<file path="src/rtl/core/bfce_pkg.sv">
`timescale 1ns / 1ps

package bfce_pkg;

   // Action codes carried on req_tuser.
   localparam logic [1:0] ACT_WRITE = 2'd0;
   localparam logic [1:0] ACT_READ  = 2'd1;
   localparam logic [1:0] ACT_COPY  = 2'd2;

   // Result status codes.
   localparam logic STATUS_DONE  = 1'b0;
   localparam logic STATUS_RANGE = 1'b1;

   // Beat widths, padded to whole bytes.
   localparam int REQ_TDATA_W = 56;
   localparam int RSP_TDATA_W = 16;

   typedef logic [7:0] byte_type;

endpackage

</file>
<file path="src/rtl/core/bfce_mem.sv">
`timescale 1ns / 1ps

// Byte store with one write port and one registered read port.
module bfce_mem #(
   parameter int DEPTH  = 256,
   parameter int ADDR_W = 8
) (
   input  logic                 clock,
   input  logic                 wr_en,
   input  logic [ADDR_W-1:0]    wr_addr,
   input  bfce_pkg::byte_type   wr_data,
   input  logic [ADDR_W-1:0]    rd_addr,
   output bfce_pkg::byte_type   rd_data
);

   bfce_pkg::byte_type mem_ff [DEPTH];
   bfce_pkg::byte_type rd_data_ff;

   // Write port.
   always_ff @(posedge clock) begin
      if (wr_en) begin
         mem_ff[wr_addr] <= wr_data;
      end
   end

   // Read port, registered.
   always_ff @(posedge clock) begin
      rd_data_ff <= mem_ff[rd_addr];
   end

   assign rd_data = rd_data_ff;

endmodule

</file>
<file path="src/rtl/core/bit_field_copy_engine.sv">
`timescale 1ns / 1ps

// Bit field copy engine over a byte store of MEM_BYTES bytes. After reset the
// store is cleared one byte a cycle, so the block takes no beat until the whole
// store is clear. A write goes from accept through S_DONE to the result register;
// a read passes S_RDWAIT first. A copy of N bits moves one destination byte piece
// per step, and each step passes S_SRC0, S_SRC1, S_DST and S_WRITE on the single
// memory read port (low source byte, high source byte, destination byte, then the
// merged write); a refused or zero-length copy goes straight to S_DONE. One item
// is in work at a time; the result register lets the next item start while a
// result waits.
module bit_field_copy_engine #(
   parameter int MEM_BYTES = 256
) (
   input  logic                               clock,
   input  logic                               reset,
   input  logic                               req_tvalid,
   output logic                               req_tready,
   // req_tdata, from bit 0: byte_address[7:0], write_byte[7:0], source_bit[10:0],
   // dest_bit[10:0], bit_count[11:0], zero padding.
   input  logic [bfce_pkg::REQ_TDATA_W-1:0]   req_tdata,
   // req_tuser: action[1:0].
   input  logic [1:0]                         req_tuser,
   output logic                               rsp_tvalid,
   input  logic                               rsp_tready,
   // rsp_tdata, from bit 0: read_byte[7:0], status, zero padding.
   output logic [bfce_pkg::RSP_TDATA_W-1:0]   rsp_tdata
);

   localparam int AW    = (MEM_BYTES > 2) ? $clog2(MEM_BYTES) : 1;
   localparam int LIMIT = MEM_BYTES * 8;

   localparam logic [2:0] S_IDLE   = 3'd0;
   localparam logic [2:0] S_CLEAR  = 3'd1;
   localparam logic [2:0] S_RDWAIT = 3'd2;
   localparam logic [2:0] S_SRC0   = 3'd3;
   localparam logic [2:0] S_SRC1   = 3'd4;
   localparam logic [2:0] S_DST    = 3'd5;
   localparam logic [2:0] S_WRITE  = 3'd6;
   localparam logic [2:0] S_DONE   = 3'd7;

   // Request fields.
   logic [7:0]  req_byte_address;
   logic [7:0]  req_write_byte;
   logic [10:0] req_source_bit;
   logic [10:0] req_dest_bit;
   logic [11:0] req_bit_count;
   logic [1:0]  req_action;

   assign req_byte_address = req_tdata[7:0];
   assign req_write_byte   = req_tdata[15:8];
   assign req_source_bit   = req_tdata[26:16];
   assign req_dest_bit     = req_tdata[37:27];
   assign req_bit_count    = req_tdata[49:38];
   assign req_action       = req_tuser;

   // Control and copy registers.
   logic [2:0]         state_ff, state_in;
   logic [AW-1:0]      clr_ff, clr_in;
   logic [11:0]        src_ff, src_in;
   logic [11:0]        dst_ff, dst_in;
   logic [11:0]        left_ff, left_in;
   bfce_pkg::byte_type lo_ff, lo_in;
   bfce_pkg::byte_type hi_ff, hi_in;
   logic               addr_ok_ff, addr_ok_in;
   bfce_pkg::byte_type res_byte_ff, res_byte_in;
   logic               res_status_ff, res_status_in;
   logic               rsp_valid_ff, rsp_valid_in;
   bfce_pkg::byte_type rsp_byte_ff, rsp_byte_in;
   logic               rsp_status_ff, rsp_status_in;

   // Memory port signals.
   logic               mem_wr_en;
   logic [AW-1:0]      mem_wr_addr;
   bfce_pkg::byte_type mem_wr_data;
   logic [AW-1:0]      mem_rd_addr;
   bfce_pkg::byte_type mem_rd_data;

   // Address and range helpers.
   logic        req_accept;
   logic        byte_in_range;
   logic        copy_too_far;
   logic [31:0] req_addr_wide;
   logic [31:0] src_byte_wide;
   logic [31:0] src_next_wide;
   logic [31:0] dst_byte_wide;

   // Piece datapath.
   logic [3:0]  room;
   logic [3:0]  piece_w;
   logic [8:0]  width_mask;
   logic [15:0] dst_mask_wide;
   logic [15:0] src_pair;
   logic [15:0] piece_wide;
   bfce_pkg::byte_type piece_val;
   bfce_pkg::byte_type dst_mask;
   bfce_pkg::byte_type merged;

   assign req_tready = (state_ff == S_IDLE);
   assign req_accept = req_tvalid && req_tready;

   assign byte_in_range = (int'(req_byte_address) < MEM_BYTES);
   assign copy_too_far  = (int'(req_source_bit) + int'(req_bit_count) > LIMIT) ||
                          (int'(req_dest_bit) + int'(req_bit_count) > LIMIT);

   assign req_addr_wide = 32'(req_byte_address);
   assign src_byte_wide = 32'(src_ff[11:3]);
   assign src_next_wide = 32'(src_ff[11:3]) + 32'd1;
   assign dst_byte_wide = 32'(dst_ff[11:3]);

   // One piece: the bits up to the end of the current destination byte, or fewer when the copy ends first.
   always_comb begin
      room          = 4'd8 - {1'b0, dst_ff[2:0]};
      piece_w       = (left_ff < 12'(room)) ? left_ff[3:0] : room;
      width_mask    = (9'd1 << piece_w) - 9'd1;
      dst_mask_wide = {8'd0, width_mask[7:0]} << dst_ff[2:0];
      dst_mask      = dst_mask_wide[7:0];
      src_pair      = {hi_ff, lo_ff} >> src_ff[2:0];
      piece_val     = src_pair[7:0] & width_mask[7:0];
      piece_wide    = {8'd0, piece_val} << dst_ff[2:0];
      merged        = (mem_rd_data & ~dst_mask) | (piece_wide[7:0] & dst_mask);
   end

   // Memory port steering per state.
   always_comb begin
      mem_wr_en   = 1'b0;
      mem_wr_addr = clr_ff;
      mem_wr_data = '0;
      mem_rd_addr = req_addr_wide[AW-1:0];
      case (state_ff)
         S_CLEAR: begin
            mem_wr_en = 1'b1;
         end
         S_IDLE: begin
            mem_wr_en   = req_accept && (req_action == bfce_pkg::ACT_WRITE) && byte_in_range;
            mem_wr_addr = req_addr_wide[AW-1:0];
            mem_wr_data = req_write_byte;
         end
         S_SRC0: begin
            mem_rd_addr = src_byte_wide[AW-1:0];
         end
         S_SRC1: begin
            mem_rd_addr = src_next_wide[AW-1:0];
         end
         S_DST: begin
            mem_rd_addr = dst_byte_wide[AW-1:0];
         end
         S_WRITE: begin
            mem_wr_en   = 1'b1;
            mem_wr_addr = dst_byte_wide[AW-1:0];
            mem_wr_data = merged;
         end
         default: begin
            mem_wr_en = 1'b0;
         end
      endcase
   end

   // Sequencer.
   always_comb begin
      state_in      = state_ff;
      clr_in        = clr_ff;
      src_in        = src_ff;
      dst_in        = dst_ff;
      left_in       = left_ff;
      lo_in         = lo_ff;
      hi_in         = hi_ff;
      addr_ok_in    = addr_ok_ff;
      res_byte_in   = res_byte_ff;
      res_status_in = res_status_ff;
      rsp_valid_in  = rsp_valid_ff && !rsp_tready;
      rsp_byte_in   = rsp_byte_ff;
      rsp_status_in = rsp_status_ff;
      case (state_ff)
         S_CLEAR: begin
            clr_in = clr_ff + AW'(1);
            if (clr_ff == AW'(MEM_BYTES - 1)) begin
               state_in = S_IDLE;
            end
         end
         S_IDLE: begin
            if (req_accept) begin
               res_byte_in   = '0;
               res_status_in = bfce_pkg::STATUS_DONE;
               addr_ok_in    = byte_in_range;
               src_in        = {1'b0, req_source_bit};
               dst_in        = {1'b0, req_dest_bit};
               left_in       = req_bit_count;
               state_in      = S_DONE;
               if (req_action == bfce_pkg::ACT_READ) begin
                  state_in = S_RDWAIT;
               end else if (req_action == bfce_pkg::ACT_COPY) begin
                  if (copy_too_far) begin
                     res_status_in = bfce_pkg::STATUS_RANGE;
                  end else if (req_bit_count != 12'd0) begin
                     state_in = S_SRC0;
                  end
               end
            end
         end
         S_RDWAIT: begin
            res_byte_in = addr_ok_ff ? mem_rd_data : '0;
            state_in    = S_DONE;
         end
         S_SRC0: begin
            state_in = S_SRC1;
         end
         S_SRC1: begin
            lo_in    = mem_rd_data;
            state_in = S_DST;
         end
         S_DST: begin
            hi_in    = mem_rd_data;
            state_in = S_WRITE;
         end
         S_WRITE: begin
            src_in   = src_ff + 12'(piece_w);
            dst_in   = dst_ff + 12'(piece_w);
            left_in  = left_ff - 12'(piece_w);
            state_in = (left_ff == 12'(piece_w)) ? S_DONE : S_SRC0;
         end
         S_DONE: begin
            if (!rsp_valid_ff || rsp_tready) begin
               rsp_valid_in  = 1'b1;
               rsp_byte_in   = res_byte_ff;
               rsp_status_in = res_status_ff;
               state_in      = S_IDLE;
            end
         end
         default: begin
            state_in = S_IDLE;
         end
      endcase
   end

   // Control registers.
   always_ff @(posedge clock) begin
      if (reset) begin
         state_ff     <= S_CLEAR;
         clr_ff       <= '0;
         rsp_valid_ff <= 1'b0;
      end else begin
         state_ff     <= state_in;
         clr_ff       <= clr_in;
         rsp_valid_ff <= rsp_valid_in;
      end
   end

   // Payload registers.
   always_ff @(posedge clock) begin
      src_ff        <= src_in;
      dst_ff        <= dst_in;
      left_ff       <= left_in;
      lo_ff         <= lo_in;
      hi_ff         <= hi_in;
      addr_ok_ff    <= addr_ok_in;
      res_byte_ff   <= res_byte_in;
      res_status_ff <= res_status_in;
      rsp_byte_ff   <= rsp_byte_in;
      rsp_status_ff <= rsp_status_in;
   end

   bfce_mem #(
      .DEPTH  (MEM_BYTES),
      .ADDR_W (AW)
   ) u_mem (
      .clock   (clock),
      .wr_en   (mem_wr_en),
      .wr_addr (mem_wr_addr),
      .wr_data (mem_wr_data),
      .rd_addr (mem_rd_addr),
      .rd_data (mem_rd_data)
   );

   assign rsp_tvalid = rsp_valid_ff;
   assign rsp_tdata  = {7'd0, rsp_status_ff, rsp_byte_ff};

   // The store is only written while clearing, on a write beat or at a piece merge.
   a_write_states: assert property (@(posedge clock) disable iff (reset)
      mem_wr_en |-> (state_ff == S_CLEAR || state_ff == S_IDLE || state_ff == S_WRITE))
      else $error("store written outside a write state");

   // Every merge step consumes at least one bit of the copy.
   a_copy_progress: assert property (@(posedge clock) disable iff (reset)
      (state_ff == S_WRITE) |=> (left_ff < $past(left_ff)))
      else $error("copy step made no progress");

   // A result beat only appears when the sequencer finishes an item.
   a_result_source: assert property (@(posedge clock) disable iff (reset)
      $rose(rsp_tvalid) |-> ($past(state_ff) == S_DONE))
      else $error("result beat without a finished item");

endmodule

</file>
<file path="config.mk">
export PLATFORM = sky130hd
export DESIGN_NAME = bit_field_copy_engine
export DESIGN_NICKNAME = d
export VERILOG_FILES = /design/src/rtl/core/bfce_pkg.sv /design/src/rtl/core/bfce_mem.sv /design/src/rtl/core/bit_field_copy_engine.sv
export SDC_FILE = /design/constraint.sdc
export NUM_CORES = 2
export LEC_CHECK = 0
export BUFFER_PORTS_ARGS = -buffer_cell sky130_fd_sc_hd__buf_2
export CAP_MARGIN = 40
export CORE_ASPECT_RATIO = 0.9
export CORE_MARGIN = 2
export CORE_UTILIZATION = 35
export CTS_CLUSTER_SIZE = 30
export DETAILED_ROUTE_END_ITERATION = 7
export HOLD_SLACK_MARGIN = 0.03
export PLACE_DENSITY = 0.49
export SLEW_MARGIN = 10
export SYNTH_ARGS = -nofsm -noshare
export SYNTH_HDL_FRONTEND = slang
export SYNTH_HIERARCHICAL = 1
export SYNTH_SLANG_ARGS = --single-unit
export TNS_END_PERCENT = 1
</file>
<file path="constraint.sdc">
create_clock -name clock -period 21.6 [get_ports clock]
set_input_delay 4.32 -clock clock [delete_from_list [all_inputs] [get_ports clock]]
set_output_delay 4.32 -clock clock [all_outputs]
set_load 0.02 [all_outputs]
</file>
Word-level counts from Yosys, hierarchy flattened
Memory sizes are Yosys's and may differ from the RTL's. A register that Yosys moved wholly into a read port is not among the register bits.
Index checks and enable logic that the tools add are counted.
{"block": "op_classes", "order_cmp": 3, "reduce_logical": 19, "eq_ne": 14, "mux": 27, "bitwise_logic": 6, "addsub": 9, "n_shift": 4}
{"cell": "$pmux W12 S2", "count": 3}
{"cell": "$pmux W8 S2", "count": 3}
{"cell": "$mux W12", "count": 3}
{"cell": "$add A11 B12 Y13", "count": 2}
{"cell": "$gt A13 B12 Y1 const B", "count": 2}
{"cell": "$add A12 B4 Y12", "count": 2}
{"cell": "$and A8 B8 Y8", "count": 3}
{"cell": "$mux W3", "count": 8}
{"cell": "$pmux W3 S8", "count": 1}
{"cell": "$pmux W8 S3", "count": 1}
{"cell": "$add A8 B1 Y8 const B", "count": 2}
{"cell": "$shl A8 B3 Y8", "count": 2}
{"cell": "$shr A16 B3 Y8", "count": 1}
{"cell": "$eq A12 B4 Y1", "count": 1}
{"cell": "$eq A3 B3 Y1 const B", "count": 4}
{"cell": "$lt A12 B4 Y1", "count": 1}
{"cell": "$reduce_bool A12 Y1", "count": 1}
{"cell": "$sub A12 B4 Y12", "count": 1}
{"cell": "$eq A8 B8 Y1 const B", "count": 1}
{"cell": "$mux W8", "count": 1}
{"cell": "$not A8 Y8", "count": 1}
{"cell": "$or A8 B8 Y8", "count": 1}
{"cell": "$reduce_and A2 Y1", "count": 4}
{"cell": "$shl A1 B4 Y8 const A", "count": 1}
{"cell": "other kinds (20)", "count": 32}
{"block": "word_totals", "memories": 1, "regBits": 82, "out_inout_bits": 18, "inputBits": 62, "elab_cells": 95, "ramBits": 2048}
{"name": "u_mem.mem_ff", "depth": 256, "word_bits": 8, "read_ports": 1, "rd_clocked_by_memory_dff": 1, "wr": 1, "line_no": "bfce_mem.sv:16", "text": "bfce_pkg::byte_type mem_ff [DEPTH];"}

Logic depth before layout (Yosys ltp)
{"block": "depth", "ltp_word": 10, "ltp_mapped": 23, "depth_no_buf": 19}

Hierarchy
The synthesis kept the hierarchy.
{"module": "bfce_mem", "cells_per_inst": 3733, "seq_area_each_um2": 61659.1, "n_inst": 1, "area_each_um2": 79556.3}
{"module": "bit_field_copy_engine", "cells_per_inst": 864, "seq_area_each_um2": 2252.2, "n_inst": 1, "area_each_um2": 7357.1}

Worst setup path after synthesis
OpenSTA, ideal clock, no wires.
{"block": "synth_timing", "kind": "register to register", "startpoint": "register dst_ff[0]", "endpoint": "memory u_mem/mem_ff[0][3] (netlist name) (data pin)", "t_required_ns": 19.414, "path_slack_ns": 4.955, "n_path_buf": 5, "synth_period_minus_slack_ns": 16.645, "arrival_time_ns": 14.459, "setup_time_ns": 2.186, "path_stages_with_launch": 23, "path_cell_list": "edfxtp_1 clkbuf_8 inv_1 clkbuf_1 buf_1 ha_1 buf_6 or3b_4 o311a_4 and2_4 nor2_4 mux2i_1 inv_1 nand3_1 ha_1 clkdlybuf4s50_2 nand2b_1 a21o_1 o21ai_0 mux2_2 nor2_1 mux2i_1 o21ai_0"}
{"block": "synth_between", "elab_chain_cells": 10, "elab_cells_between_ends": 13, "classes_between": "add/sub: 2; order compare: 1; shift: 3; mux: 2; bitwise: 5"}
{"element": "start: declaration", "line_no": "bit_field_copy_engine.sv:61", "text": "logic [11:0] dst_ff, dst_in;"}
{"element": "start signal: assignment", "line_no": "bit_field_copy_engine.sv:252", "text": "dst_ff <= dst_in;"}
{"element": "$sub A4 B3 Y4", "line_no": "bit_field_copy_engine.sv:113", "text": "room = 4'd8 - {1'b0, dst_ff[2:0]};"}
{"element": "$lt A12 B4 Y1", "line_no": "bit_field_copy_engine.sv:114", "text": "piece_w = (left_ff < 12'(room)) ? left_ff[3:0] : room;"}
{"element": "$mux W4", "line_no": "bit_field_copy_engine.sv:114"}
{"element": "$shl A1 B4 Y8", "line_no": "bit_field_copy_engine.sv:115", "text": "width_mask = (9'd1 << piece_w) - 9'd1;"}
{"element": "$sub A8 B1 Y8", "line_no": "bit_field_copy_engine.sv:115"}
{"element": "$and A8 B8 Y8 or $shl A8 B3 Y8 (tied branches)", "line_no": "bit_field_copy_engine.sv:119, bit_field_copy_engine.sv:116"}
{"element": "$shl A8 B3 Y8 or $not A8 Y8 (tied branches)", "line_no": "bit_field_copy_engine.sv:120, bit_field_copy_engine.sv:121"}
{"element": "$and A8 B8 Y8", "line_no": "bit_field_copy_engine.sv:121", "text": "merged = (mem_rd_data & ~dst_mask) | (piece_wide[7:0] & dst_mask);"}
{"element": "$or A8 B8 Y8 (*)", "line_no": "bit_field_copy_engine.sv:121"}
{"element": "$pmux W8 S2 (*)", "line_no": "bit_field_copy_engine.sv:130", "text": "case (state_ff)"}
{"element": "via mem_wr_data[3]", "line_no": "bit_field_copy_engine.sv:75", "text": "bfce_pkg::byte_type mem_wr_data;"}
{"element": "end: declaration", "line_no": "bfce_mem.sv:16"}
Mark *: on every way through the listed nets, which the timed path passes. The rest lies on a longest branch.

Worst setup path in the final report
{"block": "layout_timing", "startpoint": "input port req_tdata[0] (netlist name)", "endpoint": "register u_mem.rd_data_ff[1], in the netlist u_mem/rd_data[1], read port of u_mem.mem_ff"}
{"block": "layout_between", "elab_chain_cells": 1}
{"element": "start: declaration", "line_no": "bit_field_copy_engine.sv:21", "text": "input logic [bfce_pkg::REQ_TDATA_W-1:0] req_tdata,"}
{"element": "$pmux W8 S3", "line_no": "bit_field_copy_engine.sv:130"}
{"element": "via mem_rd_addr[0]", "line_no": "bit_field_copy_engine.sv:76", "text": "logic [AW-1:0] mem_rd_addr;"}
{"element": "end: declaration", "line_no": "bfce_mem.sv:17", "text": "bfce_pkg::byte_type rd_data_ff;"}
The timed path passes the listed nets, and every way through them passes these cells.
A chain may end at the register's enable or synchronous reset.

==> flow_metrics.tcl <==
set metrics [dict create \
    status "finished, final reports clean" \
    die_w_um 529.3 \
    vias_per_cell 5.447 \
    clk_pin_slew_ns 0.06 \
    syn-cell-area_um2 86910 \
    busiest_layer "met2" \
    yosys_warnings 6 \
    met3_usage 0.03095 \
    finalHoldViolations 0 \
    yosys-top-cells-area "edfxtp_1 (73%), mux4_2 (12%), mux2i_1 (1.9%), nor2_1 (1.6%), a22oi_1 (1.2%)" \
    routed_wl_um 234300 \
    hold_class "reg -> reg" \
    initial_utilization 0.3519 \
    setup_violations 0 \
    ir_drop_uv 65.86 \
    whs_ns 0.4054 \
    coreArea_um2 247000 \
    crit_path_end_kind "flop" \
    grt_pass1_vias 45256 \
    fmax_mhz 111.4 \
    slowest_stage "buf_4" \
    postCtsSetupRepairBufs 0 \
    worstPathRequired_ns 22.32 \
    synth-seq-area-share 0.7353 \
    rows 173 \
    worst-path-buf-inv 5 \
    die_h_um 476.8 \
    ctsResizeCount 0 \
    clock_latency_ns 0.88 \
    yosysTopAreaCell "edfxtp_1" \
    io_pins 80 \
    cts.path.max_buffers 4 \
    slew_headroom 0.2830 \
    ctsHtreeMaxLevel 4 \
    fin_skew_ns 0.03464 \
    rsz0062_at_grt "no" \
    wl_per_cell_um 28.13 \
    dieArea_um2 252300 \
    cts_buffers 222 \
    hold_buffers 0 \
    clkPwrFrac 0.422 \
    critical-path-max-stage-delay_ns 0.70 \
    place.gp.congestion 0.8196 \
    dpl.hpwl_um 145700 \
    swShare 0.2152 \
    power.density_nw_per_um2 85.56 \
    p_switching_uw 1817 \
    use_met1 0.2747 \
    fin_nets 4931 \
    grt_util_met2 0.2804 \
    timing.setup.tns_ns 0 \
    cap_viol_max_count 0 \
    seqPwrFrac 0.534 \
    synthCells 4597 \
    drive_above_1_share 0.2214 \
    syn_avg_cell_area_um2 18.91 \
    report.final.slew_viol_count 0 \
    p_leak_uw 0.02962 \
    period_share 0.4157 \
    fillerInstances 22198 \
    synth-edff-count 2115 \
    drt_pass1_iterations 6 \
    tritoncts "built" \
    postRouteAntennaNets 0 \
    worstMarginPinSlew_ns 1.076 \
    cp_top_family "buffers and inverters" \
    numClockSinks 2135 \
    gr-total-overflow 0 \
    crit_fanout 96 \
    vias 45380 \
    grt_pass1_wl_um 336300 \
    grt_use_total 0.1833 \
    synth_seq_cells 2135 \
    cts_root_buffer "clkbuf_16" \
    synthDistinctLibCells 105 \
    worst_ep_arrival_time_ns 9.70 \
    grt_max_degree 212 \
    async_flop_share 0 \
    drtIter0Drc 4591 \
    timing.critical_path.mode_cell "buf_4" \
    path_class "in -> reg" \
    crit_chain "buf_2 -> nor2b_1 -> a31oi_1 -> o21ai_4 -> buf_12 -> buf_4 -> buf_4 -> buf_4 -> mux4_2 -> nor2b_1 -> a211oi_1 -> nor3_1 -> nor4_1 -> nor4_1" \
    p_int_uw 6623 \
    p_comb_frac 0.044 \
    finalCriticalPeriod_ns 8.979 \
    portBuffers 66 \
    antenna_found_initial 18 \
    synth_top_area_share 0.7307 \
    syn_to_final_growth_pct 13.50 \
    synth_ff_type "edfxtp_1" \
    drcViolationCount 0 \
    start_kind "input port" \
]
==> per-layer routing <==
| layer | part of all wire | vias up |
|---|---|---|
| li1 | - | 19367 |
| met1 | 0.46 | 24277 |
| met2 | 0.46 | 1441 |
| met3 | 0.065 | 289 |
| met4 | 0.019 | 6 |
| met5 | 0.00014 | - |
==> synthesized netlist by cell type (all sizes together), types with 10 or more instances <==
| master | number |
|---|---|
| a211oi | 27 |
| a21o | 16 |
| a21oi | 150 |
| a221oi | 15 |
| a22o | 10 |
| a22oi | 134 |
| and2 | 10 |
| and3 | 16 |
| buf | 139 |
| clkbuf | 142 |
| dfxtp | 20 |
| edfxtp | 2115 |
| ha | 39 |
| inv | 28 |
| mux2 | 12 |
| mux2i | 161 |
| mux4 | 459 |
| nand2 | 152 |
| nand2b | 15 |
| nand3 | 55 |
| nand4 | 16 |
| nor2 | 361 |
| nor2b | 50 |
| nor3 | 41 |
| nor4 | 39 |
| o211ai | 20 |
| o21a | 10 |
| o21ai | 93 |
| o221ai | 48 |
| o22ai | 43 |
| xnor2 | 21 |
| xor2 | 28 |
==> area by class of cell <==
cell class                 count  area (µm²)  area share
sequential                  2135       63910      0.6479
antenna                        6       15.01   0.0001522
multi-input combinational   2156       21420      0.2172
timing repair buffer         281        2399     0.02432
clock buffer                 280        5854     0.05935
inverter                      30       112.6    0.001142
tap                         3325        4160     0.04217
clock inverter               118       770.7    0.007813
==> worst register-to-register path: cells and delay by family (launching register included) <==
kind	cells	cell delay, ns
buffers and inverters	8	3.27
AOI/OAI and AO/OA	5	1.53
and+or+nand+nor	7	1.24
adders and majority gates	2	1.23
muxes	1	0.38
DFF	1	0.32
==> cell usage in the layout, fill, tap and decap left out, types with 14 or more instances in the layout <==
cell       synthesis  layout
mux4_2           457     457
a21o_1            16      16
a211oi_1          25      25
clkbuf_16          0     223
clkinv_1           2      66
ha_1              39      39
nor2b_1           50      47
a221oi_1          14      14
buf_4             36     162
o211ai_1          19      19
a22oi_1          134     134
nand4_1           16      16
o21ai_0           87      82
buf_2             34      76
a21oi_1          149     143
o22ai_1           43      43
nor4_1            34      34
xor2_1            28      28
nand3_1           54      45
clkbuf_1         136      51
and3_1            16      16
edfxtp_1        2115    2115
buf_12             8      16
inv_1             27      27
nor3_1            40      40
nand2b_1          14      14
nor2_1           360     357
dfxtp_1           20      20
xnor2_1           21      21
mux2i_1          161     161
clkinv_2           0      33
o221ai_1          47      47
nand2_1          152     152
==> flip-flops by register name, indices dropped and copies added, names as in the netlist <==
name	cells
res_byte_ff	8
lo_ff	8
left_ff	12
dst_ff	11
rsp_status_ff	1
state_ff	3
u_mem/rd_data	8
rsp_tvalid	1
hi_ff	7
res_status_ff	1
clr_ff	8
src_ff	11
rsp_byte_ff	8
u_mem/mem_ff	2048
==> power groups by stage <==
stage / combinational, µW / clock [µW] / sequential (µW)
finish: 372 / 3560 / 4510
global route: 394 / 3820 / 4510
CTS: 376 / 3650 / 4510
detailed placement: 375 / 0 / 4600
global placement: 371 / 0 / 4600
floorplan: 242 / 0 / 4590
==> cells by family (layout without fill, tap and decap cells) <==
logic type	after synthesis	count (layout)	synth area share
other cells	1	13	0.00004315
buf+inv	312	709	0.02146
fa+ha+maj	43	43	0.006536
mux	632	632	0.1391
xor+xnor	49	49	0.004938
flops	2135	2135	0.7353
simple gates	785	785	0.04162
compound gates	640	640	0.05093
==> stage by stage <==
step / total power (µW) / setup WS (ns) / std cells / utilization / cell area [µm²]
detailed placement: 4970 / 11.47 / 7920 / 0.3721 / 91900
global placement: 4966 / 11.27 / 7809 / 0.3675 / 90750
floorplan: 4827 / 4.955 / 4603 / - / 86940
CTS: 8534 / 12.40 / 8318 / 0.3989 / 98520
global route: 8715 / 12.06 / 8326 / 0.3994 / 98630
finish: 8440 / 12.62 / 8331 / 0.3994 / 98640
==> path summary, 6_finish.rpt <==
| check | from | end | slack [ns] | cells after the start |
|---|---|---|---|---|
| max reg2reg | dst_ff[0] | u_mem/mem_ff[132][7] | 13.28 | 23 |
| max | req_tdata[0] | u_mem/rd_data[1] | 12.62 | 14 |
| min | res_byte_ff[4] | rsp_byte_ff[4] | 0.41 | 0 |
| min reg2reg | res_byte_ff[4] | rsp_byte_ff[4] | 0.41 | 0 |
No activity file was read; power rests on OpenSTA's default activity.
